`config.mk`:
```
export PLATFORM = sky130hd
export DESIGN_NAME = i2c_master_byte_engine_core_flat
export DESIGN_NICKNAME = d
export VERILOG_FILES = /design/src/hw/rtl/i2cm_pkg.sv /design/src/hw/rtl/i2cm_ifs.sv /design/src/hw/rtl/i2cm_cfg_regs.sv /design/src/hw/rtl/i2cm_seq.sv /design/src/hw/rtl/i2c_master_byte_engine_core.sv /design/src/flat_wrapper.sv
export SDC_FILE = /design/constraint.sdc
export NUM_CORES = 1
export LEC_CHECK = 0
export ABC_AREA = 1
export BUFFER_PORTS_ARGS = -buffer_cell sky130_fd_sc_hd__buf_2
export CORE_MARGIN = 2
export CORE_UTILIZATION = 46
export DETAILED_ROUTE_END_ITERATION = 8
export PLACE_DENSITY = 0.64
export SYNTH_ARGS = -nofsm -noshare
export SYNTH_HDL_FRONTEND = slang
export SYNTH_HIERARCHICAL = 1
export SYNTH_SLANG_ARGS = --single-unit
```
`constraint.sdc`:
```
create_clock -name clk -period 4.49 [get_ports clk]
set_input_delay 0.449 -clock clk [delete_from_list [all_inputs] [get_ports clk]]
set_output_delay 0.449 -clock clk [all_outputs]
set_load 0.01 [all_outputs]
```
`src/hw/rtl/i2cm_pkg.sv`:
```
// Package for the I2C master byte engine: field widths, command and phase codes,
// and the structs passed between the engine's modules. No dependencies.
`timescale 1ns / 1ps
package i2cm_pkg;

  localparam int FUNC_W     = 3;
  localparam int BYTE_W     = 8;
  localparam int TICKS_W    = 16;
  localparam int POLL_W     = 8;
  localparam int BITCNT_W   = 4;
  localparam int PHASE_W    = 5;
  localparam int CFG_IDX_W  = 2;
  localparam int CFG_DATA_W = 16;

  localparam logic [TICKS_W-1:0] PHASE_TICKS_RST    = 16'd4;
  localparam logic [POLL_W-1:0]  ACK_POLL_LIMIT_RST = 8'd250;

  // Bits per byte, as a bit counter value.
  localparam logic [BITCNT_W-1:0] BITS_PER_BYTE = 4'd8;

  // Command codes.
  localparam logic [FUNC_W-1:0] FUNC_NONE  = 3'd0;
  localparam logic [FUNC_W-1:0] FUNC_START = 3'd1;
  localparam logic [FUNC_W-1:0] FUNC_STOP  = 3'd2;
  localparam logic [FUNC_W-1:0] FUNC_WRITE = 3'd3;
  localparam logic [FUNC_W-1:0] FUNC_READ  = 3'd4;

  // Configuration register indexes.
  localparam logic [CFG_IDX_W-1:0] CFG_PHASE_TICKS    = 2'd0;
  localparam logic [CFG_IDX_W-1:0] CFG_ACK_POLL_LIMIT = 2'd1;

  // Bus sequencer phases.
  localparam logic [PHASE_W-1:0] PH_IDLE    = 5'd0;
  localparam logic [PHASE_W-1:0] PH_ST_A    = 5'd1;
  localparam logic [PHASE_W-1:0] PH_ST_B    = 5'd2;
  localparam logic [PHASE_W-1:0] PH_ST_C    = 5'd3;
  localparam logic [PHASE_W-1:0] PH_SP_A    = 5'd4;
  localparam logic [PHASE_W-1:0] PH_SP_B    = 5'd5;
  localparam logic [PHASE_W-1:0] PH_SP_C    = 5'd6;
  localparam logic [PHASE_W-1:0] PH_WR_LOW  = 5'd7;
  localparam logic [PHASE_W-1:0] PH_WR_DATA = 5'd8;
  localparam logic [PHASE_W-1:0] PH_WR_HIGH = 5'd9;
  localparam logic [PHASE_W-1:0] PH_WA_LOW  = 5'd10;
  localparam logic [PHASE_W-1:0] PH_WA_HIGH = 5'd11;
  localparam logic [PHASE_W-1:0] PH_WA_POLL = 5'd12;
  localparam logic [PHASE_W-1:0] PH_RD_LOW  = 5'd13;
  localparam logic [PHASE_W-1:0] PH_RD_HIGH = 5'd14;
  localparam logic [PHASE_W-1:0] PH_MA_LOW  = 5'd15;
  localparam logic [PHASE_W-1:0] PH_MA_HIGH = 5'd16;

  typedef struct packed {
    logic [FUNC_W-1:0] func;
    logic [BYTE_W-1:0] wr_data;
    logic              master_nack;
    logic              sda_in;
  } i2cm_item_t;

  typedef struct packed {
    logic              scl_level;
    logic              sda_level;
    logic              sda_drive;
    logic              busy_res;
    logic              done_res;
    logic [BYTE_W-1:0] rd_byte;
    logic              ack_timeout;
  } i2cm_res_t;

  typedef struct packed {
    logic [TICKS_W-1:0] phase_ticks;
    logic [POLL_W-1:0]  ack_poll_limit;
  } i2cm_cfg_t;

endpackage

```
`src/hw/rtl/i2cm_ifs.sv`:
```
// Channel interfaces of the I2C master byte engine: tick input, result output
// and configuration write. Depends on i2cm_pkg.
`timescale 1ns / 1ps
interface i2cm_in_if import i2cm_pkg::*; ();
  logic              valid;
  logic              ready;
  logic [FUNC_W-1:0] func;
  logic [BYTE_W-1:0] wr_data;
  logic              master_nack;
  logic              sda_in;

  modport source (output valid, func, wr_data, master_nack, sda_in, input ready);
  modport sink   (input valid, func, wr_data, master_nack, sda_in, output ready);
endinterface

interface i2cm_out_if import i2cm_pkg::*; ();
  logic              valid;
  logic              ready;
  logic              scl_level;
  logic              sda_level;
  logic              sda_drive;
  logic              busy_res;
  logic              done_res;
  logic [BYTE_W-1:0] rd_byte;
  logic              ack_timeout;

  modport source (output valid, scl_level, sda_level, sda_drive, busy_res, done_res,
                  rd_byte, ack_timeout, input ready);
  modport sink   (input valid, scl_level, sda_level, sda_drive, busy_res, done_res,
                  rd_byte, ack_timeout, output ready);
endinterface

interface i2cm_cfg_if import i2cm_pkg::*; ();
  logic                  valid;
  logic                  ready;
  logic [CFG_IDX_W-1:0]  index;
  logic [CFG_DATA_W-1:0] data;

  modport source (output valid, index, data, input ready);
  modport sink   (input valid, index, data, output ready);
endinterface

```
`src/hw/rtl/i2cm_cfg_regs.sv`:
```
// Configuration registers of the I2C master byte engine (phase length and
// ack poll limit). Depends on i2cm_pkg and i2cm_cfg_if.
`timescale 1ns / 1ps
module i2cm_cfg_regs import i2cm_pkg::*; (
  input  logic       clk,
  input  logic       rst_n,
  i2cm_cfg_if.sink   cfg_ch,
  output i2cm_cfg_t  cfg
);

  logic [TICKS_W-1:0] phase_ticks_r;
  logic [POLL_W-1:0]  ack_poll_limit_r;
  logic               wr_en;

  assign cfg_ch.ready = 1'b1;
  assign wr_en        = cfg_ch.valid && cfg_ch.ready;

  always_ff @(posedge clk) begin
    if (!rst_n) begin
      phase_ticks_r    <= PHASE_TICKS_RST;
      ack_poll_limit_r <= ACK_POLL_LIMIT_RST;
    end else if (wr_en) begin
      case (cfg_ch.index)
        CFG_PHASE_TICKS:    phase_ticks_r    <= cfg_ch.data[TICKS_W-1:0];
        CFG_ACK_POLL_LIMIT: ack_poll_limit_r <= cfg_ch.data[POLL_W-1:0];
        default: ;
      endcase
    end
  end

  assign cfg.phase_ticks    = phase_ticks_r;
  assign cfg.ack_poll_limit = ack_poll_limit_r;

endmodule

```
`src/hw/rtl/i2cm_seq.sv`:
```
// Bus phase sequencer of the I2C master byte engine: holds the bus state and
// advances it by one tick per step. Depends on i2cm_pkg.
`timescale 1ns / 1ps
module i2cm_seq import i2cm_pkg::*; (
  input  logic       clk,
  input  logic       rst_n,
  input  logic       step,
  input  i2cm_item_t item,
  input  i2cm_cfg_t  cfg,
  output i2cm_res_t  res
);

  logic [PHASE_W-1:0]  phase_r,   phase_nxt;
  logic [BITCNT_W-1:0] bit_cnt_r, bit_cnt_nxt;
  logic [BYTE_W-1:0]   shift_r,   shift_nxt;
  logic [TICKS_W-1:0]  delay_r,   delay_nxt;
  logic [POLL_W-1:0]   poll_r,    poll_nxt;
  logic                scl_r,     scl_nxt;
  logic                sda_r,     sda_nxt;
  logic                oe_r,      oe_nxt;
  logic                nack_r,    nack_nxt;
  logic                tmo_r,     tmo_nxt;
  logic [BYTE_W-1:0]   rd_r,      rd_nxt;

  logic                done;
  logic                go;
  logic [PHASE_W-1:0]  tgt;
  logic [BITCNT_W-1:0] bit_inc;
  logic [BYTE_W-1:0]   shift_in;

  assign bit_inc  = bit_cnt_r + 1'b1;
  assign shift_in = {shift_r[BYTE_W-2:0], item.sda_in};

  always_comb begin
    phase_nxt   = phase_r;
    bit_cnt_nxt = bit_cnt_r;
    shift_nxt   = shift_r;
    delay_nxt   = delay_r;
    poll_nxt    = poll_r;
    scl_nxt     = scl_r;
    sda_nxt     = sda_r;
    oe_nxt      = oe_r;
    nack_nxt    = nack_r;
    tmo_nxt     = tmo_r;
    rd_nxt      = rd_r;
    done        = 1'b0;
    go          = 1'b0;
    tgt         = PH_IDLE;

    if (phase_r == PH_IDLE) begin
      case (item.func)
        FUNC_START: begin
          bit_cnt_nxt = '0;
          go          = 1'b1;
          tgt         = PH_ST_A;
        end
        FUNC_STOP: begin
          bit_cnt_nxt = '0;
          go          = 1'b1;
          tgt         = PH_SP_A;
        end
        FUNC_WRITE: begin
          bit_cnt_nxt = '0;
          shift_nxt   = item.wr_data;
          go          = 1'b1;
          tgt         = PH_WR_LOW;
        end
        FUNC_READ: begin
          bit_cnt_nxt = '0;
          shift_nxt   = '0;
          nack_nxt    = item.master_nack;
          go          = 1'b1;
          tgt         = PH_RD_LOW;
        end
        default: ;
      endcase
    end else if (phase_r == PH_WA_POLL) begin
      // A low SDA is the slave's ack; otherwise poll until the limit is reached.
      if (!item.sda_in || poll_r >= cfg.ack_poll_limit) begin
        tmo_nxt   = item.sda_in;
        scl_nxt   = 1'b0;
        oe_nxt    = 1'b1;
        phase_nxt = PH_IDLE;
        delay_nxt = '0;
        done      = 1'b1;
      end else begin
        poll_nxt = poll_r + 1'b1;
      end
    end else if (delay_r < cfg.phase_ticks) begin
      delay_nxt = delay_r + 1'b1;
    end else begin
      case (phase_r)
        PH_ST_A:    begin go = 1'b1; tgt = PH_ST_B;    end
        PH_ST_B:    begin go = 1'b1; tgt = PH_ST_C;    end
        PH_SP_A:    begin go = 1'b1; tgt = PH_SP_B;    end
        PH_SP_B:    begin go = 1'b1; tgt = PH_SP_C;    end
        PH_WR_LOW:  begin go = 1'b1; tgt = PH_WR_DATA; end
        PH_WR_DATA: begin go = 1'b1; tgt = PH_WR_HIGH; end
        PH_WR_HIGH: begin
          bit_cnt_nxt = bit_inc;
          go          = 1'b1;
          tgt         = (bit_inc >= BITS_PER_BYTE) ? PH_WA_LOW : PH_WR_LOW;
        end
        PH_WA_LOW:  begin go = 1'b1; tgt = PH_WA_HIGH; end
        PH_WA_HIGH: begin go = 1'b1; tgt = PH_WA_POLL; end
        PH_RD_LOW:  begin go = 1'b1; tgt = PH_RD_HIGH; end
        PH_RD_HIGH: begin
          // SDA is sampled on the last tick of the SCL-high phase.
          shift_nxt   = shift_in;
          bit_cnt_nxt = bit_inc;
          go          = 1'b1;
          if (bit_inc >= BITS_PER_BYTE) begin
            rd_nxt = shift_in;
            tgt    = PH_MA_LOW;
          end else begin
            tgt    = PH_RD_LOW;
          end
        end
        PH_MA_LOW:  begin go = 1'b1; tgt = PH_MA_HIGH; end
        PH_MA_HIGH: begin
          scl_nxt   = 1'b0;
          phase_nxt = PH_IDLE;
          delay_nxt = '0;
          done      = 1'b1;
        end
        default: begin
          phase_nxt = PH_IDLE;
          delay_nxt = '0;
          done      = 1'b1;
        end
      endcase
    end

    // Entry actions of the phase being entered; the entry tick counts as the first.
    if (go) begin
      phase_nxt = tgt;
      delay_nxt = {{(TICKS_W-1){1'b0}}, 1'b1};
      case (tgt)
        PH_ST_A:    sda_nxt = 1'b1;
        PH_ST_B:    scl_nxt = 1'b1;
        PH_ST_C:    sda_nxt = 1'b0;
        PH_SP_A:    sda_nxt = 1'b0;
        PH_SP_B:    scl_nxt = 1'b1;
        PH_SP_C:    sda_nxt = 1'b1;
        PH_WR_LOW:  scl_nxt = 1'b0;
        PH_WR_DATA: begin
          sda_nxt   = shift_r[BYTE_W-1];
          shift_nxt = {shift_r[BYTE_W-2:0], 1'b0};
        end
        PH_WR_HIGH: scl_nxt = 1'b1;
        PH_WA_LOW:  scl_nxt = 1'b0;
        PH_WA_HIGH: begin
          scl_nxt = 1'b1;
          oe_nxt  = 1'b0;
        end
        PH_WA_POLL: poll_nxt = '0;
        PH_RD_LOW: begin
          scl_nxt = 1'b0;
          oe_nxt  = 1'b0;
        end
        PH_RD_HIGH: scl_nxt = 1'b1;
        PH_MA_LOW: begin
          scl_nxt = 1'b0;
          sda_nxt = nack_r;
          oe_nxt  = 1'b1;
        end
        PH_MA_HIGH: scl_nxt = 1'b1;
        default: ;
      endcase
    end
  end

  always_ff @(posedge clk) begin
    if (!rst_n) begin
      phase_r   <= PH_IDLE;
      bit_cnt_r <= '0;
      shift_r   <= '0;
      delay_r   <= '0;
      poll_r    <= '0;
      scl_r     <= 1'b1;
      sda_r     <= 1'b1;
      oe_r      <= 1'b1;
      nack_r    <= 1'b0;
      tmo_r     <= 1'b0;
      rd_r      <= '0;
    end else if (step) begin
      phase_r   <= phase_nxt;
      bit_cnt_r <= bit_cnt_nxt;
      shift_r   <= shift_nxt;
      delay_r   <= delay_nxt;
      poll_r    <= poll_nxt;
      scl_r     <= scl_nxt;
      sda_r     <= sda_nxt;
      oe_r      <= oe_nxt;
      nack_r    <= nack_nxt;
      tmo_r     <= tmo_nxt;
      rd_r      <= rd_nxt;
    end
  end

  assign res.scl_level   = scl_nxt;
  assign res.sda_level   = sda_nxt;
  assign res.sda_drive   = oe_nxt;
  assign res.busy_res    = (phase_nxt != PH_IDLE);
  assign res.done_res    = done;
  assign res.rd_byte     = rd_nxt;
  assign res.ack_timeout = tmo_nxt;

endmodule

```
`src/hw/rtl/i2c_master_byte_engine_core.sv`:
```
// Top level of the I2C master byte engine: input register, bus sequencer and
// result register. Depends on i2cm_pkg, i2cm_ifs, i2cm_cfg_regs and i2cm_seq.
`timescale 1ns / 1ps
// Each transfer on in_ch is one tick of the I2C bus sequencer and yields exactly one
// result transfer on out_ch, in order. The engine takes one tick per clock cycle while
// out_ch is not stalled: a tick is held in the input register, and the sequencer
// advances the bus state in one combinational pass as the tick moves into the result
// register. in_ch.ready drops only while the result register is full and out_ch is
// stalled. Configuration writes on cfg_ch are always taken, and should
// be made only while no tick is in flight; a write to an unknown index is ignored.
module i2c_master_byte_engine_core import i2cm_pkg::*; (
  input  logic        clk,
  input  logic        rst_n,
  i2cm_in_if.sink     in_ch,
  i2cm_out_if.source  out_ch,
  i2cm_cfg_if.sink    cfg_ch
);

  i2cm_cfg_t  cfg;
  i2cm_item_t item_r;
  i2cm_res_t  res;
  i2cm_res_t  res_r;
  logic       item_vld_r;
  logic       out_vld_r;
  logic       adv;

  // The held tick moves on when the result register is empty or being drained.
  assign adv         = item_vld_r && (!out_vld_r || out_ch.ready);
  assign in_ch.ready = !item_vld_r || adv;

  always_ff @(posedge clk) begin
    if (!rst_n) begin
      item_vld_r <= 1'b0;
      out_vld_r  <= 1'b0;
    end else begin
      if (in_ch.ready) begin
        item_vld_r <= in_ch.valid;
      end
      if (adv) begin
        out_vld_r <= 1'b1;
      end else if (out_ch.ready) begin
        out_vld_r <= 1'b0;
      end
    end
  end

  always_ff @(posedge clk) begin
    if (in_ch.ready && in_ch.valid) begin
      item_r.func        <= in_ch.func;
      item_r.wr_data     <= in_ch.wr_data;
      item_r.master_nack <= in_ch.master_nack;
      item_r.sda_in      <= in_ch.sda_in;
    end
    if (adv) begin
      res_r <= res;
    end
  end

  i2cm_cfg_regs u_cfg (
    .clk    (clk),
    .rst_n  (rst_n),
    .cfg_ch (cfg_ch),
    .cfg    (cfg)
  );

  i2cm_seq u_seq (
    .clk   (clk),
    .rst_n (rst_n),
    .step  (adv),
    .item  (item_r),
    .cfg   (cfg),
    .res   (res)
  );

  assign out_ch.valid       = out_vld_r;
  assign out_ch.scl_level   = res_r.scl_level;
  assign out_ch.sda_level   = res_r.sda_level;
  assign out_ch.sda_drive   = res_r.sda_drive;
  assign out_ch.busy_res    = res_r.busy_res;
  assign out_ch.done_res    = res_r.done_res;
  assign out_ch.rd_byte     = res_r.rd_byte;
  assign out_ch.ack_timeout = res_r.ack_timeout;

endmodule

```
`src/flat_wrapper.sv`:
```
// flat-port wrapper written by rule: the top's interface ports become plain ports
module i2c_master_byte_engine_core_flat import i2cm_pkg::*;
  (clk, rst_n, in_ch_valid, in_ch_func, in_ch_wr_data, in_ch_master_nack, in_ch_sda_in, in_ch_ready, out_ch_valid, out_ch_scl_level, out_ch_sda_level, out_ch_sda_drive, out_ch_busy_res, out_ch_done_res, out_ch_rd_byte, out_ch_ack_timeout, out_ch_ready, cfg_ch_valid, cfg_ch_index, cfg_ch_data, cfg_ch_ready);
  i2cm_in_if in_ch_i ();
  i2cm_out_if out_ch_i ();
  i2cm_cfg_if cfg_ch_i ();
  input  logic clk;
  input  logic rst_n;
  input wire logic [$bits(in_ch_i.valid)-1:0] in_ch_valid;
  input wire logic [$bits(in_ch_i.func)-1:0] in_ch_func;
  input wire logic [$bits(in_ch_i.wr_data)-1:0] in_ch_wr_data;
  input wire logic [$bits(in_ch_i.master_nack)-1:0] in_ch_master_nack;
  input wire logic [$bits(in_ch_i.sda_in)-1:0] in_ch_sda_in;
  output wire logic [$bits(in_ch_i.ready)-1:0] in_ch_ready;
  output wire logic [$bits(out_ch_i.valid)-1:0] out_ch_valid;
  output wire logic [$bits(out_ch_i.scl_level)-1:0] out_ch_scl_level;
  output wire logic [$bits(out_ch_i.sda_level)-1:0] out_ch_sda_level;
  output wire logic [$bits(out_ch_i.sda_drive)-1:0] out_ch_sda_drive;
  output wire logic [$bits(out_ch_i.busy_res)-1:0] out_ch_busy_res;
  output wire logic [$bits(out_ch_i.done_res)-1:0] out_ch_done_res;
  output wire logic [$bits(out_ch_i.rd_byte)-1:0] out_ch_rd_byte;
  output wire logic [$bits(out_ch_i.ack_timeout)-1:0] out_ch_ack_timeout;
  input wire logic [$bits(out_ch_i.ready)-1:0] out_ch_ready;
  input wire logic [$bits(cfg_ch_i.valid)-1:0] cfg_ch_valid;
  input wire logic [$bits(cfg_ch_i.index)-1:0] cfg_ch_index;
  input wire logic [$bits(cfg_ch_i.data)-1:0] cfg_ch_data;
  output wire logic [$bits(cfg_ch_i.ready)-1:0] cfg_ch_ready;
  assign in_ch_i.valid = in_ch_valid;
  assign in_ch_i.func = in_ch_func;
  assign in_ch_i.wr_data = in_ch_wr_data;
  assign in_ch_i.master_nack = in_ch_master_nack;
  assign in_ch_i.sda_in = in_ch_sda_in;
  assign in_ch_ready = in_ch_i.ready;
  assign out_ch_valid = out_ch_i.valid;
  assign out_ch_scl_level = out_ch_i.scl_level;
  assign out_ch_sda_level = out_ch_i.sda_level;
  assign out_ch_sda_drive = out_ch_i.sda_drive;
  assign out_ch_busy_res = out_ch_i.busy_res;
  assign out_ch_done_res = out_ch_i.done_res;
  assign out_ch_rd_byte = out_ch_i.rd_byte;
  assign out_ch_ack_timeout = out_ch_i.ack_timeout;
  assign out_ch_i.ready = out_ch_ready;
  assign cfg_ch_i.valid = cfg_ch_valid;
  assign cfg_ch_i.index = cfg_ch_index;
  assign cfg_ch_i.data = cfg_ch_data;
  assign cfg_ch_ready = cfg_ch_i.ready;
  i2c_master_byte_engine_core u_core (.clk(clk), .rst_n(rst_n), .in_ch(in_ch_i), .out_ch(out_ch_i), .cfg_ch(cfg_ch_i));
endmodule
```
==> metrics.yaml, run 1 <==
outcome: "complete, no violations"
worst-endpoint-required_ns: 4.59
cts_post_setup_buffers_inserted: 0
rsz0062_at_grt: "no"
startpoint_type: "flip-flop"
ioPinCount: 53
groute.layer.met2.usage_pct: 30.6
crit-reg2reg-capture: "u_core/out_ch.busy_res$_DFFE_PP_"
fp.dieH_um: 119
layout.nets: 914
route.detailed.vias_per_inst: 4.92
first_iter_violations: 251
r2r_slack_ns: 2.04
cp_slowest_cell: "sky130_fd_sc_hd__dfxtp_1"
timing.critical_path.arrival_ns: 2.56
die-width_um: 119
grtUsageMet3_pct: 3.83
synth_async_sr_flop_share_pct: 0
setup_viol: 0
place_area_um2: 6370
critical_path.max_stage_delay_ns: 0.33
first_global_vias: 4730
drt.antenna.violating_nets: 0
tns_ns: 0
synth_cell_types: 44
grt_antenna_before_repair: 0
ys_seq_area_share_pct: 39.5
tritoncts_num_sinks: 107
drt_drc_violations_left: 0
htree_num_levels: 3
holdCritPathClass: "in -> reg"
globalplace.congestion: 0.849
fin_ws_ns: 2.04
synth_ff_type: "sky130_fd_sc_hd__dfxtp_1"
final_layout_size_suffix_gt1_share_pct: 15.2
clkSlewWorstSetupHoldPaths_ns: 0.07
reg2reg_depth: 14
grt_most_used_layer: "met2"
critical_path_maximum_fanout: 13
initial_core_util_pct: 46.6
clock-root-buffer: "sky130_fd_sc_hd__clkbuf_16"
tritoncts: "yes"
hpwl_um: 9430
worstReg2RegStart: "u_core/u_cfg/phase_ticks_r[7]$_SDFFE_PN0P_"
power_density_nw_per_um2: 341
worst_path_buf_inv: 2
finalClockSkew_ns: 0.0126
worstHoldPathCells: 1
layout-area-overhead-vs-synth_pct: 9.58
globalRouteMet1Util_pct: 26.8
routed_wl_um: 12900
hold_viol_final: 0
mappedNetlistNets: 884
worst_hold_slack_ns: 0.269
dr_total_vias: 5082
synth_enable_flop_cells: 27
clock_latency_ns: 0.35
finalMaxSlewViolations: 0
cts.hold.buffers_added: 0
pre_cts_slack_ns: 2.02
slew-limit-headroom_pct: 34.4
syn_area_um2: 6100
num_antenna_cells: 0
routed_wire_length_per_instance_um: 12.5
place_inst: 1017
layout.cells.non_filler: 1033
path_common_cell: "sky130_fd_sc_hd__nand2_1"
worst_path_dominant_cell_family: "simple AND/OR/NAND/NOR gates"
grt_use_total_pct: 19.4
detail_route.first_pass.iterations: 5
design.die.area_um2: 14200
core_region_area_um2: 13100
holdCritStartpoint: "in_ch_wr_data[3]"
synthesis.instances: 822
core.rowCount: 42
min_to: "u_core/item_r[5]$_DFFE_PP_"
cap_violations: 0
port-buffer-count: 51
cts_buffer_count: 9
tightest_slew_ns: 0.983
leakage_nw: 3.03
cts-root-to-sink-buffers: 2
wire_length_of_the_first_global_routing_pass_um: 22300
endpoint_kind: "flip-flop"
post_synth.cell_area_avg_um2: 7.42
post-route-min-period_ns: 2.45
yosysWarningCount: 6
cts_repair_resize_count: 0
timing.setup.critical_path_class: "reg -> reg"
list_of_cells_traversed_by_the_critical_path: "inv_1 -> ha_1 -> nand2_1 -> o21a_1 -> nand2_1 -> nand2_1 -> nand2_2 -> inv_1 -> o21ai_0 -> nand2_1 -> nand3_1 -> nand2_1 -> nor2_1 -> nand2_1"
stdcell_area_um2: 6680
clock.fmax_ghz: 0.408
grt_max_degree: 42
ir_worst_vdd_mv: 0.224
grt_remaining_overflow: 0
finalCritPeriodShare_pct: 54.6
postSynthRegisterBits: 107
[power breakdown]
group / internal (mW) / switching (mW)
Clock: 0.489 / 0.352
Combinational: 0.120 / 0.251
Sequential: 1.04 / 0.0285
[cell families after synthesis]
group                    after synthesis  synth area share, %
other                                  1               0.0615
flip-flops                           107                 39.5
adder cells (fa/ha/maj)               26                 5.33
multiplexers                           1                0.164
buffers and inverters                163                 11.7
XOR/XNOR                              11                 1.58
AND/OR/NAND/NOR                      368                 28.5
AO/OA/AOI/OAI                        145                 13.2
[flip-flops by register name, summed over array words and instances, names as in the netlist, 4 cells and up]
signal                         flops
u_core/item_r                     13
u_core/out_ch.rd_byte              8
u_core/u_cfg/ack_poll_limit_r      8
u_core/u_cfg/phase_ticks_r        16
u_core/u_seq/bit_cnt_r             4
u_core/u_seq/delay_r              16
u_core/u_seq/phase_r               5
u_core/u_seq/poll_r                8
u_core/u_seq/rd_r                  8
u_core/u_seq/shift_r               8
[synth_stat cells (5+ instances only)]
| master | number | area [um2] |
|---|---|---|
| sky130_fd_sc_hd__dfxtp_1 | 80 | 1600 |
| sky130_fd_sc_hd__nand2_1 | 156 | 586 |
| sky130_fd_sc_hd__o31ai_1 | 7 | 52.6 |
| sky130_fd_sc_hd__xor2_1 | 11 | 96.3 |
| sky130_fd_sc_hd__ha_1 | 26 | 325 |
| sky130_fd_sc_hd__nor2_1 | 91 | 342 |
| sky130_fd_sc_hd__o21ai_1 | 15 | 75.1 |
| sky130_fd_sc_hd__buf_6 | 5 | 56.3 |
| sky130_fd_sc_hd__buf_2 | 6 | 30.0 |
| sky130_fd_sc_hd__inv_1 | 111 | 417 |
| sky130_fd_sc_hd__nand4_1 | 12 | 75.1 |
| sky130_fd_sc_hd__clkbuf_1 | 12 | 45.0 |
| sky130_fd_sc_hd__nand2_2 | 13 | 81.3 |
| sky130_fd_sc_hd__a21oi_1 | 66 | 330 |
| sky130_fd_sc_hd__edfxtp_1 | 27 | 811 |
| sky130_fd_sc_hd__nor3_1 | 9 | 45.0 |
| sky130_fd_sc_hd__buf_4 | 8 | 60.1 |
| sky130_fd_sc_hd__nor2_2 | 5 | 31.3 |
| sky130_fd_sc_hd__inv_2 | 18 | 67.6 |
| sky130_fd_sc_hd__o21ai_0 | 39 | 195 |
| sky130_fd_sc_hd__nand3_2 | 6 | 60.1 |
| sky130_fd_sc_hd__nand3_1 | 55 | 275 |
[cell usage in the layout, fill, tap and decap left out, types with 2 or more instances in the layout]
cell type / n
sky130_fd_sc_hd__o211ai_1: 4
sky130_fd_sc_hd__a21oi_1: 65
sky130_fd_sc_hd__nor2_8: 2
sky130_fd_sc_hd__bufinv_16: 2
sky130_fd_sc_hd__xor2_1: 11
sky130_fd_sc_hd__nand3_1: 55
sky130_fd_sc_hd__buf_2: 51
sky130_fd_sc_hd__nor2_1: 91
sky130_fd_sc_hd__o21ai_0: 39
sky130_fd_sc_hd__nor3b_2: 2
sky130_fd_sc_hd__nand2_4: 4
sky130_fd_sc_hd__nor3_1: 9
sky130_fd_sc_hd__clkbuf_1: 2
sky130_fd_sc_hd__o21a_1: 2
sky130_fd_sc_hd__nor3b_1: 2
sky130_fd_sc_hd__ha_1: 26
sky130_fd_sc_hd__inv_1: 111
sky130_fd_sc_hd__o31ai_1: 7
sky130_fd_sc_hd__nand3_2: 6
sky130_fd_sc_hd__nand2_2: 13
sky130_fd_sc_hd__nand2_1: 156
sky130_fd_sc_hd__nor4_1: 4
sky130_fd_sc_hd__clkbuf_16: 9
sky130_fd_sc_hd__edfxtp_1: 27
sky130_fd_sc_hd__nand4_1: 12
sky130_fd_sc_hd__o22ai_1: 3
sky130_fd_sc_hd__nor2_2: 5
sky130_fd_sc_hd__nand3_4: 2
sky130_fd_sc_hd__clkinv_2: 2
sky130_fd_sc_hd__dfxtp_1: 80
sky130_fd_sc_hd__inv_2: 18
sky130_fd_sc_hd__o21ai_1: 15
sky130_fd_sc_hd__a21oi_2: 3
sky130_fd_sc_hd__nor2_4: 4
[routing by layer]
layer  share of wire (%)  vias up  wire length [um]
met5                   0        -                 0
met4                 1.4        0               183
met3                 3.4       13               444
met2                  44       82              5710
met1                  51     2270              6560
li1                    -     2717                 -
[metrics by stage]
step	power (mW)	util (%)
after detailed placement	1.46	48.7
after global routing	2.40	51.1
final	2.28	51.1
after CTS	2.30	51.1
after global placement	1.46	48.7
after floorplan	1.39	-
[worst max-delay path by stage]
| stage | start | end | slack [ns] | cells past startpoint |
|---|---|---|---|---|
| after floorplan | out_ch_ready | u_core/u_seq/delay_r[15]$_SDFFE_PN0P_ | 2.05 | 8 |
| after global placement | u_core/u_cfg/phase_ticks_r[15]$_SDFFE_PN0P_ | u_core/out_ch.busy_res$_DFFE_PP_ | 1.95 | 15 |
| after detailed placement | u_core/u_cfg/phase_ticks_r[7]$_SDFFE_PN0P_ | u_core/out_ch.busy_res$_DFFE_PP_ | 2.02 | 14 |
| after CTS | u_core/u_cfg/phase_ticks_r[9]$_SDFFE_PN0P_ | u_core/out_ch.busy_res$_DFFE_PP_ | 1.98 | 15 |
| after global routing | u_core/u_cfg/phase_ticks_r[15]$_SDFFE_PN0P_ | u_core/out_ch.busy_res$_DFFE_PP_ | 1.71 | 15 |
| final | u_core/u_cfg/phase_ticks_r[7]$_SDFFE_PN0P_ | u_core/out_ch.busy_res$_DFFE_PP_ | 2.04 | 14 |
[cell type report]
type                       count  area, um2
multi-input combinational    552       2990
clock inverter                 5       78.8
clock buffer                  11        233
timing repair buffer          52        263
tap                          176        220
sequential                   107       2410
inverter                     130        490
fill                        1308       6400
(Power assumes the default switching activity.)
==> run 2: changes to the inputs <==
- ABC_AREA: 1 -> 0
- PLACE_DENSITY: 0.64 -> 0.67
- clock period: 4.49 -> 2.1 ns (I/O delays scaled with it)
==> run 2 against run 1 <==
Compared with the run above: the flow now finishes with violations (negative setup slack); die area is 1.6% lower; highest routed layer unchanged; first-iteration DRC count rose by 48%; clock-buffer cell count down 2; register-to-register slack worse by 2.7 ns; worst hold slack worse by 0.24 ns; design area up 29%.
==> metrics.yaml, run 2 <==
outcome: "complete, but fails checks"
failing_checks: "negative setup slack"
wire_length_of_the_first_global_routing_pass_um: 27200
top_cell_type_by_total_area_after_synthesis: "sky130_fd_sc_hd__dfxtp_1"
core_region_area_um2: 12700
holdCritPathClass: "in -> reg"
htree_num_levels: 3
ys_seq_area_share_pct: 40.2
worstReg2RegStart: "u_core/u_cfg/phase_ticks_r[15]$_SDFFE_PN0P_"
power_density_nw_per_um2: 588
startpoint_type: "flip-flop"
worstSetupPathDepth: 10
core.rowCount: 41
layout.cells.non_filler: 1012
yosysWarningCount: 6
post_synth.cell_area_avg_um2: 8.93
synth_ff_type: "sky130_fd_sc_hd__dfxtp_1"
tightest_slew_ns: 0.635
fp.dieH_um: 118
layout-area-overhead-vs-synth_pct: 43.2
synthesis.instances: 672
ir_worst_vdd_mv: 0.660
place_inst: 974
synth_async_sr_flop_share_pct: 0
routed_wire_length_per_instance_um: 17.3
synth_enable_flop_cells: 27
ioPinCount: 53
swShare_pct: 28.1
yosysTopAreaCellShare_pct: 26.7
final_cell_mix: "sky130_fd_sc_hd__buf_4 (120), sky130_fd_sc_hd__nand2_1 (88), sky130_fd_sc_hd__dfxtp_1 (64)"
critical_path.startpoint: "u_core/u_cfg/phase_ticks_r[15]$_SDFFE_PN0P_"
fin_ws_ns: -0.643
clock-root-buffer: "sky130_fd_sc_hd__clkbuf_16"
cts.hold.buffers_added: 0
hpwl_um: 11200
cts-root-to-sink-buffers: 2
grt_antenna_before_repair: 0
path_common_cell: "sky130_fd_sc_hd__o31ai_2"
initial_core_util_pct: 47.4
worst-endpoint-required_ns: 2.19
layout.core_utilization_pct: 67.8
clock.fmax_ghz: 0.365
net-switching-power_mw: 1.42
worst_path_dominant_cell_family: "simple AND/OR/NAND/NOR gates"
mappedNetlistNets: 734
final_layout_size_suffix_gt1_share_pct: 43.0
clock_latency_ns: 0.36
combPwrFrac_pct: 22.5
clockPowerShare_pct: 32.9
syn_area_um2: 6000
dr_total_vias: 5598
design.die.area_um2: 14000
list_of_cells_traversed_by_the_critical_path: "inv_2 -> ha_4 -> nand4_1 -> or3_4 -> nand3b_1 -> and3b_2 -> a21o_1 -> o41a_1 -> o31ai_2 -> o31ai_2"
holdCritStartpoint: "in_ch_func[0]"
synth_top_cells_by_count: "sky130_fd_sc_hd__nand2_1 (95), sky130_fd_sc_hd__dfxtp_1 (80), sky130_fd_sc_hd__nor2_1 (53)"
grt_max_degree: 78
num_antenna_cells: 0
stdcell_area_um2: 8590
worstHoldPathCells: 1
layout_commonest_cell: "sky130_fd_sc_hd__buf_4"
critical_path.max_stage_delay_ns: 0.46
worst_path_buf_inv: 1
cap_violations: 0
tns_ns: -27.81
rsz0062_at_grt: "yes"
tritoncts_num_sinks: 107
layout.nets: 897
port-buffer-count: 51
detail_route.first_pass.iterations: 4
grt_remaining_overflow: 0
pre_cts_slack_ns: -0.609
finalMaxSlewViolations: 0
clkSlewWorstSetupHoldPaths_ns: 0.07
cts_buffer_count: 9
leakage_nw: 3.53
finalCritPeriodShare_pct: 131
synth_cell_types: 77
biggestRegsByFlops: "u_core/u_cfg/phase_ticks_r x16, u_core/u_seq/delay_r x16, u_core/item_r x13"
globalplace.congestion: 0.899
timing.setup.critical_path_class: "reg -> reg"
p_total_mw: 5.06
post-route-min-period_ns: 2.74
endpoint_kind: "flip-flop"
synth.area.top_cells: "sky130_fd_sc_hd__dfxtp_1 (27%), sky130_fd_sc_hd__edfxtp_1 (14%), sky130_fd_sc_hd__nand2_1 (5.9%)"
slew-limit-headroom_pct: 57.6
hold_viol_final: 0
first_global_vias: 5635
cp_slowest_cell: "sky130_fd_sc_hd__o41a_1"
setup_viol: 65
finalClockSkew_ns: 0.00599
die-width_um: 118
drt.antenna.violating_nets: 0
grt_use_total_pct: 23.8
critical_path_maximum_fanout: 4
routed_wl_um: 17500
place_area_um2: 7190
synthMostInstantiatedCell: "sky130_fd_sc_hd__nand2_1"
postSynthRegisterBits: 107
internal_power_mw: 3.64
timing.critical_path.arrival_ns: 2.84
route.detailed.vias_per_inst: 5.53
tritoncts: "yes"
drt_drc_violations_left: 0
first_iter_violations: 372
reg2reg_depth: 10
power.sequential.fraction_pct: 44.7
worst_hold_slack_ns: 0.0243
run 2: power by group through the flow:
stage          clock (mW)  combinational, mW  sequential, mW
6_report             1.66               1.14            2.26
5_1_grt              1.77               1.22            2.27
4_1_cts              1.69              0.992            2.25
3_5_place_dp            0              0.838            2.30
3_3_place_gp            0              0.823            2.29
2_1_floorplan           0              0.530            2.29
run 2: timing repair:
action                                  4_1_cts  5_1_grt
buffers inserted                             17        9
cloned                                        2        1
pin swaps                                    39       47
resized for setup                            98      102
endpoints found under the setup margin       65       66
run 2: final cells by class:
class / count / area [um2]
fill: 942 / 4080
multi-input combinational: 483 / 4040
sequential: 107 / 2430
timing repair buffer: 195 / 1480
clock buffer: 9 / 225
tap: 172 / 215
inverter: 39 / 146
clock inverter: 7 / 58.8
run 2: path summary, 6_finish.rpt:
path / slack (ns) / endpoint
hold reg to reg: 0.46 / u_core/u_cfg/phase_ticks_r[14]$_SDFFE_PN0P_
setup reg to reg: -0.64 / u_core/out_ch.sda_level$_DFFE_PP_
setup / recovery: -0.64 / u_core/out_ch.sda_level$_DFFE_PP_
hold / removal: 0.02 / u_core/item_r[10]$_DFFE_PP_
run 2: layer usage:
metal	part of all wire, %	up-vias	global-route usage, %
met5	0	-	0
met4	2.8	0	8.36
met3	4.0	35	4.20
met2	49	134	40.1
met1	45	2718	30.7
li1	-	2711	-
run 2: logic make-up (layout without fill, tap and decap cells):
family | Yosys count | in the layout | synth area share (%)
simple gates | 259 | 259 | 22.2
flops | 107 | 107 | 40.2
xor+xnor | 24 | 24 | 3.50
buf+inv | 83 | 250 | 7.01
compound gates | 146 | 147 | 17.1
other cells | 1 | 1 | 0.0625
fa+ha+maj | 26 | 26 | 5.42
mux | 26 | 26 | 4.48
run 2: worst reg2reg max path, stage by stage, from the launching register on:
cell and delay, ns:
sky130_fd_sc_hd__dfxtp_2 0.33, sky130_fd_sc_hd__inv_2 0.04, sky130_fd_sc_hd__ha_4 0.26, sky130_fd_sc_hd__nand4_1 0.20
sky130_fd_sc_hd__or3_4 0.40, sky130_fd_sc_hd__nand3b_1 0.13, sky130_fd_sc_hd__and3b_2 0.27, sky130_fd_sc_hd__a21o_1 0.20
sky130_fd_sc_hd__o41a_1 0.46, sky130_fd_sc_hd__o31ai_2 0.10, sky130_fd_sc_hd__o31ai_2 0.10
